## src/sv/som_pkg.sv

```systemverilog
// Shared constants, codes and command/status types of the map training unit.
`default_nettype none
package som_pkg;

    localparam int MAP_SIDE = 8;
    localparam int DIMS     = 3;
    localparam int NEURONS  = MAP_SIDE * MAP_SIDE;
    localparam int WDEPTH   = NEURONS * DIMS;

    localparam int AW     = $clog2(WDEPTH);
    localparam int NW     = $clog2(NEURONS);
    localparam int SW     = $clog2(MAP_SIDE);
    localparam int CW     = (DIMS > 1) ? $clog2(DIMS) : 1;
    localparam int DIST_W = 32 + ((DIMS > 1) ? $clog2(DIMS) : 0);
    localparam int G2W    = $clog2(2 * (MAP_SIDE - 1) * (MAP_SIDE - 1) + 1);
    localparam int LIM_W  = 34;

    localparam int FUNC_W      = 2;
    localparam int NIDX_W      = 6;
    localparam int CIDX_W      = 3;
    localparam int DATA_W      = 16;
    localparam int STEP_W      = 20;
    localparam int CFG_IDX_W   = 3;
    localparam int CFG_DATA_W  = 20;
    localparam int IN_TDATA_W  = 32;
    localparam int OUT_TDATA_W = 48;

    localparam logic [15:0]     RATE_START_RST   = 16'd6554;
    localparam logic [15:0]     RADIUS_START_RST = 16'd768;
    localparam logic [15:0]     DECAY_RST        = 16'd65208;
    localparam logic [19:0]     SORT_STEPS_RST   = 20'd1000;
    localparam logic [15:0]     RATE_FINAL_RST   = 16'd66;
    localparam logic [15:0]     RADIUS_FINAL_RST = 16'd1;
    localparam logic [STEP_W-1:0] STEP_MAX       = '1;

    typedef enum logic [FUNC_W-1:0] {
        FUNC_WRITE = 2'd0,
        FUNC_READ  = 2'd1,
        FUNC_LOAD  = 2'd2,
        FUNC_TRAIN = 2'd3
    } func_t;

    typedef enum logic [CFG_IDX_W-1:0] {
        REG_RATE_START   = 3'd0,
        REG_RADIUS_START = 3'd1,
        REG_DECAY        = 3'd2,
        REG_SORT_STEPS   = 3'd3,
        REG_RATE_FINAL   = 3'd4,
        REG_RADIUS_FINAL = 3'd5
    } cfg_reg_t;

    typedef struct packed {
        logic          accept;
        logic          issue;
        logic          upd;
        logic          first;
        logic          last;
        logic [AW-1:0] addr;
        logic [NW-1:0] neuron;
        logic [SW-1:0] row;
        logic [SW-1:0] col;
        logic [CW-1:0] comp;
        logic          train_init;
        logic          train_fin;
        logic          read_cap;
        logic          out_load;
    } som_cmd_t;

    typedef struct packed {
        logic pipe_busy;
        logic out_busy;
    } som_stat_t;

endpackage
`default_nettype wire

```

## src/sv/som_ctrl.sv

```systemverilog
// Controller state machine that sequences item handling and the two training passes.
`default_nettype none
module som_ctrl
    import som_pkg::*;
(
    input  wire logic              clk,
    input  wire logic              rst_n,
    input  wire logic              in_tvalid,
    input  wire logic [FUNC_W-1:0] in_tuser,
    output logic                   in_tready,
    input  wire som_stat_t         stat,
    output som_cmd_t               cmd
);

    typedef enum logic [3:0] {
        S_IDLE,
        S_RD_WAIT,
        S_RESULT,
        S_T_INIT,
        S_T_DIST,
        S_T_DRAIN1,
        S_T_UPD,
        S_T_DRAIN2,
        S_T_FIN
    } state_t;

    state_t        state_reg, state_next;
    logic [AW-1:0] addr_reg, addr_next;
    logic [NW-1:0] neuron_reg, neuron_next;
    logic [SW-1:0] row_reg, row_next;
    logic [SW-1:0] col_reg, col_next;
    logic [CW-1:0] comp_reg, comp_next;
    logic          last_comp;
    logic          last_neuron;
    func_t         func;

    always_comb
    begin
        func        = func_t'(in_tuser);
        in_tready   = (state_reg == S_IDLE);
        last_comp   = (comp_reg == CW'(DIMS - 1));
        last_neuron = (neuron_reg == NW'(NEURONS - 1));

        cmd            = '0;
        cmd.accept     = in_tvalid && in_tready;
        cmd.addr       = addr_reg;
        cmd.neuron     = neuron_reg;
        cmd.row        = row_reg;
        cmd.col        = col_reg;
        cmd.comp       = comp_reg;
        cmd.first      = (comp_reg == '0);
        cmd.last       = last_comp;
        cmd.upd        = (state_reg == S_T_UPD);

        state_next  = state_reg;
        addr_next   = addr_reg;
        neuron_next = neuron_reg;
        row_next    = row_reg;
        col_next    = col_reg;
        comp_next   = comp_reg;

        unique case (state_reg)
            S_IDLE:
            begin
                if (cmd.accept)
                begin
                    unique case (func)
                        FUNC_READ:  state_next = S_RD_WAIT;
                        FUNC_TRAIN: state_next = S_T_INIT;
                        default:    state_next = S_IDLE;
                    endcase
                end
            end
            S_RD_WAIT:
            begin
                cmd.read_cap = 1'b1;
                state_next   = S_RESULT;
            end
            S_RESULT:
            begin
                if (!stat.out_busy)
                begin
                    cmd.out_load = 1'b1;
                    state_next   = S_IDLE;
                end
            end
            S_T_INIT:
            begin
                cmd.train_init = 1'b1;
                addr_next      = '0;
                neuron_next    = '0;
                row_next       = '0;
                col_next       = '0;
                comp_next      = '0;
                state_next     = S_T_DIST;
            end
            S_T_DIST, S_T_UPD:
            begin
                cmd.issue = 1'b1;
                addr_next = addr_reg + 1'b1;
                if (last_comp)
                begin
                    comp_next   = '0;
                    neuron_next = neuron_reg + 1'b1;
                    if (col_reg == SW'(MAP_SIDE - 1))
                    begin
                        col_next = '0;
                        row_next = row_reg + 1'b1;
                    end
                    else
                    begin
                        col_next = col_reg + 1'b1;
                    end
                    if (last_neuron)
                    begin
                        state_next = (state_reg == S_T_DIST) ? S_T_DRAIN1 : S_T_DRAIN2;
                    end
                end
                else
                begin
                    comp_next = comp_reg + 1'b1;
                end
            end
            S_T_DRAIN1:
            begin
                addr_next   = '0;
                neuron_next = '0;
                row_next    = '0;
                col_next    = '0;
                comp_next   = '0;
                if (!stat.pipe_busy)
                begin
                    state_next = S_T_UPD;
                end
            end
            S_T_DRAIN2:
            begin
                if (!stat.pipe_busy)
                begin
                    state_next = S_T_FIN;
                end
            end
            S_T_FIN:
            begin
                cmd.train_fin = 1'b1;
                state_next    = S_RESULT;
            end
            default:
            begin
                state_next = S_IDLE;
            end
        endcase
    end

    always_ff @(posedge clk or negedge rst_n)
    begin
        if (!rst_n)
        begin
            state_reg  <= S_IDLE;
            addr_reg   <= '0;
            neuron_reg <= '0;
            row_reg    <= '0;
            col_reg    <= '0;
            comp_reg   <= '0;
        end
        else
        begin
            state_reg  <= state_next;
            addr_reg   <= addr_next;
            neuron_reg <= neuron_next;
            row_reg    <= row_next;
            col_reg    <= col_next;
            comp_reg   <= comp_next;
        end
    end

endmodule
`default_nettype wire

```

## config.mk

```make
export PLATFORM = sky130hd
export DESIGN_NAME = som_ctrl
export DESIGN_NICKNAME = d
export VERILOG_FILES = /design/src/sv/som_pkg.sv /design/src/sv/som_ctrl.sv
export SDC_FILE = /design/constraint.sdc
export NUM_CORES = 1
export LEC_CHECK = 0
export ABC_AREA = 1
export BUFFER_PORTS_ARGS = -buffer_cell sky130_fd_sc_hd__buf_2
export CELL_PAD_IN_SITES_DETAIL_PLACEMENT = 0
export CELL_PAD_IN_SITES_GLOBAL_PLACEMENT = 1
export CORE_MARGIN = 4
export CORE_UTILIZATION = 34
export DETAILED_ROUTE_END_ITERATION = 10
export GPL_TIMING_DRIVEN = 0
export PLACE_DENSITY = 0.8
export SETUP_SLACK_MARGIN = 0.15
export SLEW_MARGIN = 40
export SYNTH_ARGS = -nofsm -noshare
export SYNTH_HDL_FRONTEND = slang
export SYNTH_SLANG_ARGS = --single-unit
```

## constraint.sdc

```tcl
create_clock -name clk -period 1.5 [get_ports clk]
set_clock_uncertainty 0.2 [all_clocks]
set_input_delay 0.225 -clock clk [delete_from_list [all_inputs] [get_ports clk]]
set_output_delay 0.225 -clock clk [all_outputs]
set_load 0.01 [all_outputs]
```

* Word level (Yosys, flattened, before mapping)
Cells that the tools add are included. Widths: inputs -> output; s select.
Word-level totals: word-level logic and storage cells 67, latch bits 0, bits in writable memories 0, memories 0, flip-flop bits (word level) 26, output and inout port bits 32, bits in read-only memories 0
Cells by class: shift-type cells 0, muxes and demuxes 26, equality and inequality tests 20, reductions and logical operators 10, bitwise operators 0, multiply operators 0, div/mod/pow operators 0, $lt $le $gt $ge 0, add/subtract/negate cells 5
Operators by type and width (count):
- $pmux 4 s7 | 1
- $mux 4 | 6
- $eq 4x3->1 const B | 4
- $pmux 8 s2 | 1
- $mux 3 | 4
- $ne 2x2->1 const B | 6
- $pmux 3 s2 | 2
- $pmux 6 s2 | 1
- $add 8x1->8 const B | 1
- $eq 4x2->1 const B | 2
- $pmux 2 s2 | 2
- $add 3x1->3 const B | 2
- $add 6x1->6 const B | 1
- $eq 6x6->1 const B | 1
- $mux 1 | 6
- $mux 6 | 1
- $reduce_and 6->1 | 1
- $reduce_or 2->1 | 3
- $eq 2x2->1 const B | 2
- $eq 4x1->1 const B | 1
- $eq 4x4->1 const B | 1
- $logic_not 4->1 | 1
- $mux 2 | 2
- $eq 3x3->1 const B | 1
- 8 further kinds | 8

* Depth between registers and ports, before layout
Gate-level depths: netlist (run 1).
depth in word-level cells 5, depth in mapped cells 9

* Worst setup path after synthesis (run 1)
OpenSTA, ideal clock, no wires.
kind register -> register, from register state_reg[3], to register col_reg[2], clock period less this slack 1.474 ns, data required time 1.173 ns, slack 0.026 ns, setup time 0.127 ns, data arrival time 1.147 ns, cell stages (with the launch flop) 8, cell sequence dfrtp_1 nor2_2 nand3_2 nand2_4 nand2_4 buf_6 nand2_1 o21ai_0
Between the ends: word-level cells in the longest chain between the ends 4
Ends and longest elaborated chain:
- from (decl) | RTL line som_ctrl.sv:27 | state_t state_reg, state_next;
- from (signal assigned) | RTL line som_ctrl.sv:168 | state_reg <= state_next;
- $eq 4x3->1 / $eq 4x2->1 (equally long branches) | RTL line som_ctrl.sv:62 | unique case (state_reg)
- $reduce_or 2->1 (on tied branches)
- $ne 2x2->1 (no line) / $reduce_bool 2->1 (equally long branches)
- $reduce_and 2->1 (no line)
- to (signal assigned) | RTL line som_ctrl.sv:172 | col_reg <= col_next;
- to (decl) | RTL line som_ctrl.sv:31 | logic [SW-1:0] col_reg, col_next;
Parallel ways exist; a longest one is shown, timed or not. A chain may end at the register's enable or synchronous reset.

==> results.md, run 1 <==
- Drt via density: about 4.6
- Final hold vios: 0
- Vias: around 1,500
- Max Freq: 0.600 GHz
- Post-route DRC violation count: 0
- Max-cap violations: 0
- Hold Path Sink: state_reg[0]$_DFFE_PN0P_
- R2R Path Start: state_reg[2]$_DFFE_PN0P_
- Total gr overflow: 0
- Tot Pwr: ~0.0013 W
- Antenna-violating nets left: 0
- Multi-input gate area: 1040 um^2
- Max reg flops: 8
- Pre-CTS WS: -0.145 ns
- Sequential area share after synthesis: 0.418
- Final HPWL DP: roughly 2600 um
- Leak pwr: 1.30 nW
- Antenna violations before repair: 0
- Cell count after placement: between 200 and 300
- # port buffers: 38
- Most frequent cells in the layout: nand2_1, buf_2, buf_6, dfrtp_1, buf_4
- Synth Cell Area: 1560 um^2
- Synth Warn #: 0
- Post-synth EDFFs: 0
- # fillers: 370
- FF+latch area: approximately 660 um^2
- Crit-path cells: inv_4 > nor2_4 > nand2_4 > nor2_4 > buf_6
- DR pass1 iterations: 4
- WHS Path Cells: 5
- Worst slew pin tran: ~0.6 ns
- Clk network pwr share: 0.451
- Largest net degree at the start of global routing: 27
- Max rail drop VDD: approximately 0.26 mV
- Crit path kind: flop to primary output
- Crit Reg-Reg Endpoint: addr_reg[6]$_DFFE_PN0P_
- Row cnt: 24
- # diodes: 0
- Status: finished, violations left
- Final setup margin: -0.168 ns
- First-iteration detailed-routing DRC count: 44
- Mapped Nets: between 200 and 250
- Crit path required time: between 1 and 1.5 ns
- Crit end category: primary output
- Final #Nets: approximately 290
- Worst R2R Setup Slack: -0.12 ns
- Most frequent CP cell: nor2_4
- Worst Path Arrival: 1.24 ns
- Yosys cell types: 25
- DR WL/cell: 12.5 um
- Synth Flop Type: dfrtp_1
- Share of cells above drive strength 1: 0.567
- Number of global-route vias before repair: 1,442
- RSZ-0062 raised after global routing: true
- Average size of a mapped cell: between 7 and 8 um^2
- Synth Register Bits: 26
- Clock Sink Count: 26
- IO Pins: 39
- Commonest non-fill, non-tap cell in the layout: nand2_1
- Crit-path slowest cell: dfrtp_2
- Pwr Density: approximately 500 nW/um^2
- Tot GR Track Use: 0.144
- Htree depth: 1
- Fin crit period: about 1.7 ns
- Fin crit share: 1.11
- Net Sw Frac: 0.194
- Cell Int Power: about 0.0011 W
- Die height: around 76 um
- Area delta synth->final: 65.0%
- Post-synth ARST share: 1.00
- Net load switching power: around 0.00026 W
- Num CTS Buffers: 3
- Die area: between 5000 and 6000 um^2
- Clk_lat worst skew: about 0.28 ns
- Non-Filler Instances: 327
- Root buf cell: clkbuf_8
- Seq pwr share: 0.529
- Synthesized instance count: 201
- Final setup TNS: -3.13 ns
- Worst Hold Class: input port to flop
- Worst slew margin: 0.597
- Routed WL: a little over 4000 um
- Crit start category: flop
- Total core area: about 4400 um^2
- Reg2Reg Depth: 8
- Number of setup violations in the final report: 30
- TritonCTS clock tree: done
- First-pass GRT wire length: about 6300 um
- Initial core utilization: 0.355
- Clock transition at path regs: ~0.1 ns
- GPL Wtd Cong: around 0.79
- Clock buffer depth: 2
- Violated checks: setup timing
- Largest stage delay on the critical path: between 0.4 and 0.5 ns
- Slew Limit Fails: 0
- Combinational share of power: 0.020
- Die Wd: between 70 and 80 um
- Max FO, Critical Path: 4
- Hold Path Origin: in_tuser[0]
## per-layer routing
metal | share of wire | track usage
met5 | 0 | 0
met2 | 0.50 | 0.234
met3 | 0.048 | 0.0264
met1 | 0.43 | 0.192
met4 | 0.022 | 0.0485
## worst max path at each step
stage	start	slack [ns]	endpoint
floorplan	state_reg[3]$_DFFE_PN0P_	0.03	col_reg[2]$_DFFE_PN0P_
global placement	state_reg[3]$_DFFE_PN0P_	-0.13	addr_reg[6]$_DFFE_PN0P_
detailed placement	state_reg[3]$_DFFE_PN0P_	-0.14	col_reg[2]$_DFFE_PN0P_
CTS	state_reg[3]$_DFFE_PN0P_	-0.16	cmd[29]
global route	state_reg[0]$_DFFE_PN0P_	-0.24	cmd[0]
finish	state_reg[2]$_DFFE_PN0P_	-0.17	cmd[28]
## power by group through the flow
stage	sequential (W)	clock [W]	combinational [W]
after global placement	0.000714	0	0.0000252
after CTS	0.000700	0.000614	0.0000273
after global routing	0.000700	0.000643	0.0000300
after detailed placement	0.000714	0	0.0000254
final	0.000700	0.000596	0.0000259
after floorplan	0.000714	0	0.00000142
## cell families after synthesis
family,count (synthesis),share of synthesized area
buffers and inverters,27,0.0843
flip-flops,26,0.418
XOR/XNOR,5,0.0281
AO/OA/AOI/OAI,23,0.0948
AND/OR/NAND/NOR,115,0.335
adder cells (fa/ha/maj),5,0.0402
## stage by stage
step | util | hold slack [ns] | instance area [um^2]
2_1_floorplan | - | -0.271 | 1590
3_3_place_gp | 0.421 | 0.0707 | 1840
3_5_place_dp | 0.421 | 0.0766 | 1840
4_1_cts | 0.522 | 0.0459 | 2290
5_1_grt | 0.586 | 0.0630 | 2570
6_report | 0.586 | 0.0496 | 2570
## synth_stat cells (all sizes together) (4+ instances only)
cell type	instances	area, um^2
xor2	5	43.8
dfrtp	26	651
o21ai	17	104
nand2	69	292
nand3	12	75.1
nor3	4	20.0
inv	22	82.6
nor2	27	116
buf	5	48.8
ha	5	62.6
a21oi	5	36.3
## critical path, delay by kind of cell (launching register included)
family	cells	cell delay [ns]
flip-flops	1	0.44
AND/OR/NAND/NOR	3	0.36
buffers and inverters	2	0.17
## layout make-up
type                       count  area share
multi-input combinational    148       0.405
sequential                    26       0.256
timing repair buffer          70       0.223
inverter                      22      0.0380
tap                           52      0.0253
buffer                         5      0.0248
clock buffer                   3      0.0161
clock inverter                 1      0.0117
## repair_timing
action / in CTS / in global routing
pin swaps: 9 / 9
gates resized for setup: 55 / 51
cloned: 1 / 1
hold buffers: 1 / 0
endpoints found under the setup margin: 36 / 38
hold endpoints to repair: 26 / 0
buffers inserted: 17 / 12
Power figures use the tool's default switching activity.
==> run 2: changes to the inputs <==
Settings changed: GPL_TIMING_DRIVEN 0 to 1.
==> run 2 against run 1 <==
  * The run still ends with setup timing left
  * Critical path type unchanged
  * Non-clock buffer count increased by 8
  * Sequential cell count unchanged
  * Combinational power increased by 5%
  * Highest routed layer unchanged
  * Via count increased by 8.7%
  * Register-to-register slack got worse by 0.11 ns
  * Clock power about the same
==> results.md, run 2 (synthesis results as in run 1) <==
- Status: finished, violations left
- Violated checks: setup timing
- First-iteration detailed-routing DRC count: 69 (+57%)
- Pwr Density: 478 nW/um^2 (-7.1%)
- Max rail drop VDD: 0.335 mV (+30%)
- Slew Limit Fails: 0 (unchanged)
- Worst slew margin: 0.591 (-0.00518)
- Final #Nets: 298 (+3.5%)
- Crit start category: flop
- Die Wd: 75.7 um (unchanged)
- Most frequent cells in the layout: nand2_1, buf_2, buf_6, dfrtp_1
- Commonest non-fill, non-tap cell in the layout: nand2_1
- Antenna-violating nets left: 0 (unchanged)
- Max reg flops: 8 (unchanged)
- Vias: 1,644 (+8.7%)
- R2R Path Start: state_reg[0]$_DFFE_PN0P_
- Number of setup violations in the final report: 31 (+3.3%)
- Crit path kind: flop to primary output
- Area delta synth->final: 77.6%
- # port buffers: 38 (unchanged)
- Leak pwr: 1.39 nW (+7.2%)
- GPL Wtd Cong: 0.798 (+0.63%)
- Hold Path Origin: in_tuser[0]
- Top Layer Used: met4
- Total gr overflow: 0 (unchanged)
- Row cnt: 24 (unchanged)
- Final setup margin: -0.240 ns (-0.0723 ns)
- Root buf cell: clkbuf_8
- Clock buffer depth: 2 (unchanged)
- Initial core utilization: 0.355 (unchanged)
- Largest net degree at the start of global routing: 27 (unchanged)
- Max-cap violations: 0 (unchanged)
- Die area: 5730 um^2 (unchanged)
- Tot GR Track Use: 0.171 (+0.0276)
- Max FO, Critical Path: 5 (+1)
- # diodes: 0 (unchanged)
- Final hold vios: 0 (unchanged)
- First-pass GRT wire length: 7410 um (+17%)
- DR WL/cell: 14.4 um (+15%)
- Pre-CTS WS: -0.0676 ns (+0.0773 ns)
- DRT met1 WL: 1920 um (+7.8%)
- Number of global-route vias before repair: 1,550 (+7.5%)
- TritonCTS clock tree: done
- Clk_lat worst skew: 0.28 ns (about the same)
- DR pass1 iterations: 4 (unchanged)
- Clock Sink Count: 26 (unchanged)
- Max Freq: 0.575 GHz (-4.2%)
- Worst Hold Class: input port to flop
- Fin crit period: 1.74 ns (+0.0723 ns)
- IO Pins: 39 (unchanged)
- RSZ-0062 raised after global routing: true
- Drt via density: 4.88 (+5.4%)
- CP Launch Point: state_reg[0]$_DFFE_PN0P_
- Antenna violations before repair: 0 (unchanged)
- Die height: 75.7 um (unchanged)
- Num CTS Buffers: 3 (unchanged)
- Total core area: 4380 um^2 (unchanged)
- Fin crit share: 1.16 (+0.0482)
- Crit path required time: 1.07 ns (about the same)
- Post-route DRC violation count: 0 (unchanged)
- Worst slew pin tran: 0.613 ns (+0.00777 ns)
- Worst Path Arrival: 1.32 ns (+0.08 ns)
- Share of cells above drive strength 1: 0.596 (+0.0292)
- WL met2: 2500 um (+23%)
- Htree depth: 1 (unchanged)
- Routed WL: 4860 um (+19%)
- Wire length on met3: 324 um (+65%)
- Crit end category: primary output
- Final HPWL DP: 2760 um (+6.1%)
- Clock transition at path regs: 0.10 ns (about the same)
- Final Util: 0.631 (+0.0448)
## run 2: path summary, 6_finish.rpt
| check | end | slack, ns | depth (start not counted) |
|---|---|---|---|
| max | cmd[0] | -0.24 | 3 |
| min | state_reg[0]$_DFFE_PN0P_ | 0.06 | 5 |
| max reg2reg | state_reg[1]$_DFFE_PN0P_ | -0.23 | 10 |
| min reg2reg | col_reg[1]$_DFFE_PN0P_ | 0.34 | 2 |
| max in group asynchronous | neuron_reg[2]$_DFFE_PN0P_ | 0.37 | 2 |
| min in group asynchronous | col_reg[1]$_DFFE_PN0P_ | 0.28 | 2 |
## run 2: layout make-up
| cell class | count | area [um^2] |
|---|---|---|
| Fill cell | 325 | 1620 |
| Multi-Input combinational cell | 149 | 1110 |
| Timing Repair Buffer | 83 | 749 |
| Sequential cell | 26 | 659 |
| Inverter | 22 | 97.6 |
| Tap cell | 52 | 65.1 |
| Clock buffer | 3 | 41.3 |
| Clock inverter | 1 | 30.0 |
| Timing Repair inverter | 1 | 11.3 |
## run 2: repair_timing
action / CTS / global route
hold buffers: 1 / 0
pin swaps: 16 / 20
hold endpoints to repair: 26 / 0
setup endpoints to repair: 39 / 41
gates resized for setup: 82 / 42
setup buffers: 21 / 8
gates cloned: 3 / 1
## run 2: through the flow
stage | instances | cell area (um^2) | power (W) | setup TNS, ns | hold slack [ns]
floorplan | 201 | 1590 | 0.000716 | 0 | -0.271
global placement | 299 | 1920 | 0.000739 | -0.149 | 0.0687
detailed placement | 299 | 1920 | 0.000739 | -0.743 | 0.0713
CTS | 328 | 2510 | 0.00134 | -3.60 | 0.0349
global route | 337 | 2770 | 0.00137 | -6.53 | 0.0666
finish | 337 | 2770 | 0.00132 | -4.76 | 0.0618
## run 2: critical path, stage by stage, from the launching register on
cell and delay (ns):
dfrtp_2 0.49, buf_6 0.15, nor4_4 0.24, buf_2 0.16
## run 2: metal layers
| metal | track usage | vias to the layer above |
|---|---|---|
| met5 | 0 | - |
| met4 | 0.0544 | 0 |
| met3 | 0.0290 | 14 |
| met2 | 0.300 | 55 |
| met1 | 0.214 | 768 |
| li1 | - | 807 |
## run 2: report_power, final
group | leakage (nW) | switching (W) | internal [W]
clock network | 0.0357 | 0.000237 | 0.000358
registers | 0.319 | 0 | 0.000700
logic | 1.04 | 0.0000194 | 0.00000791
total | 1.39 | 0.000257 | 0.00107
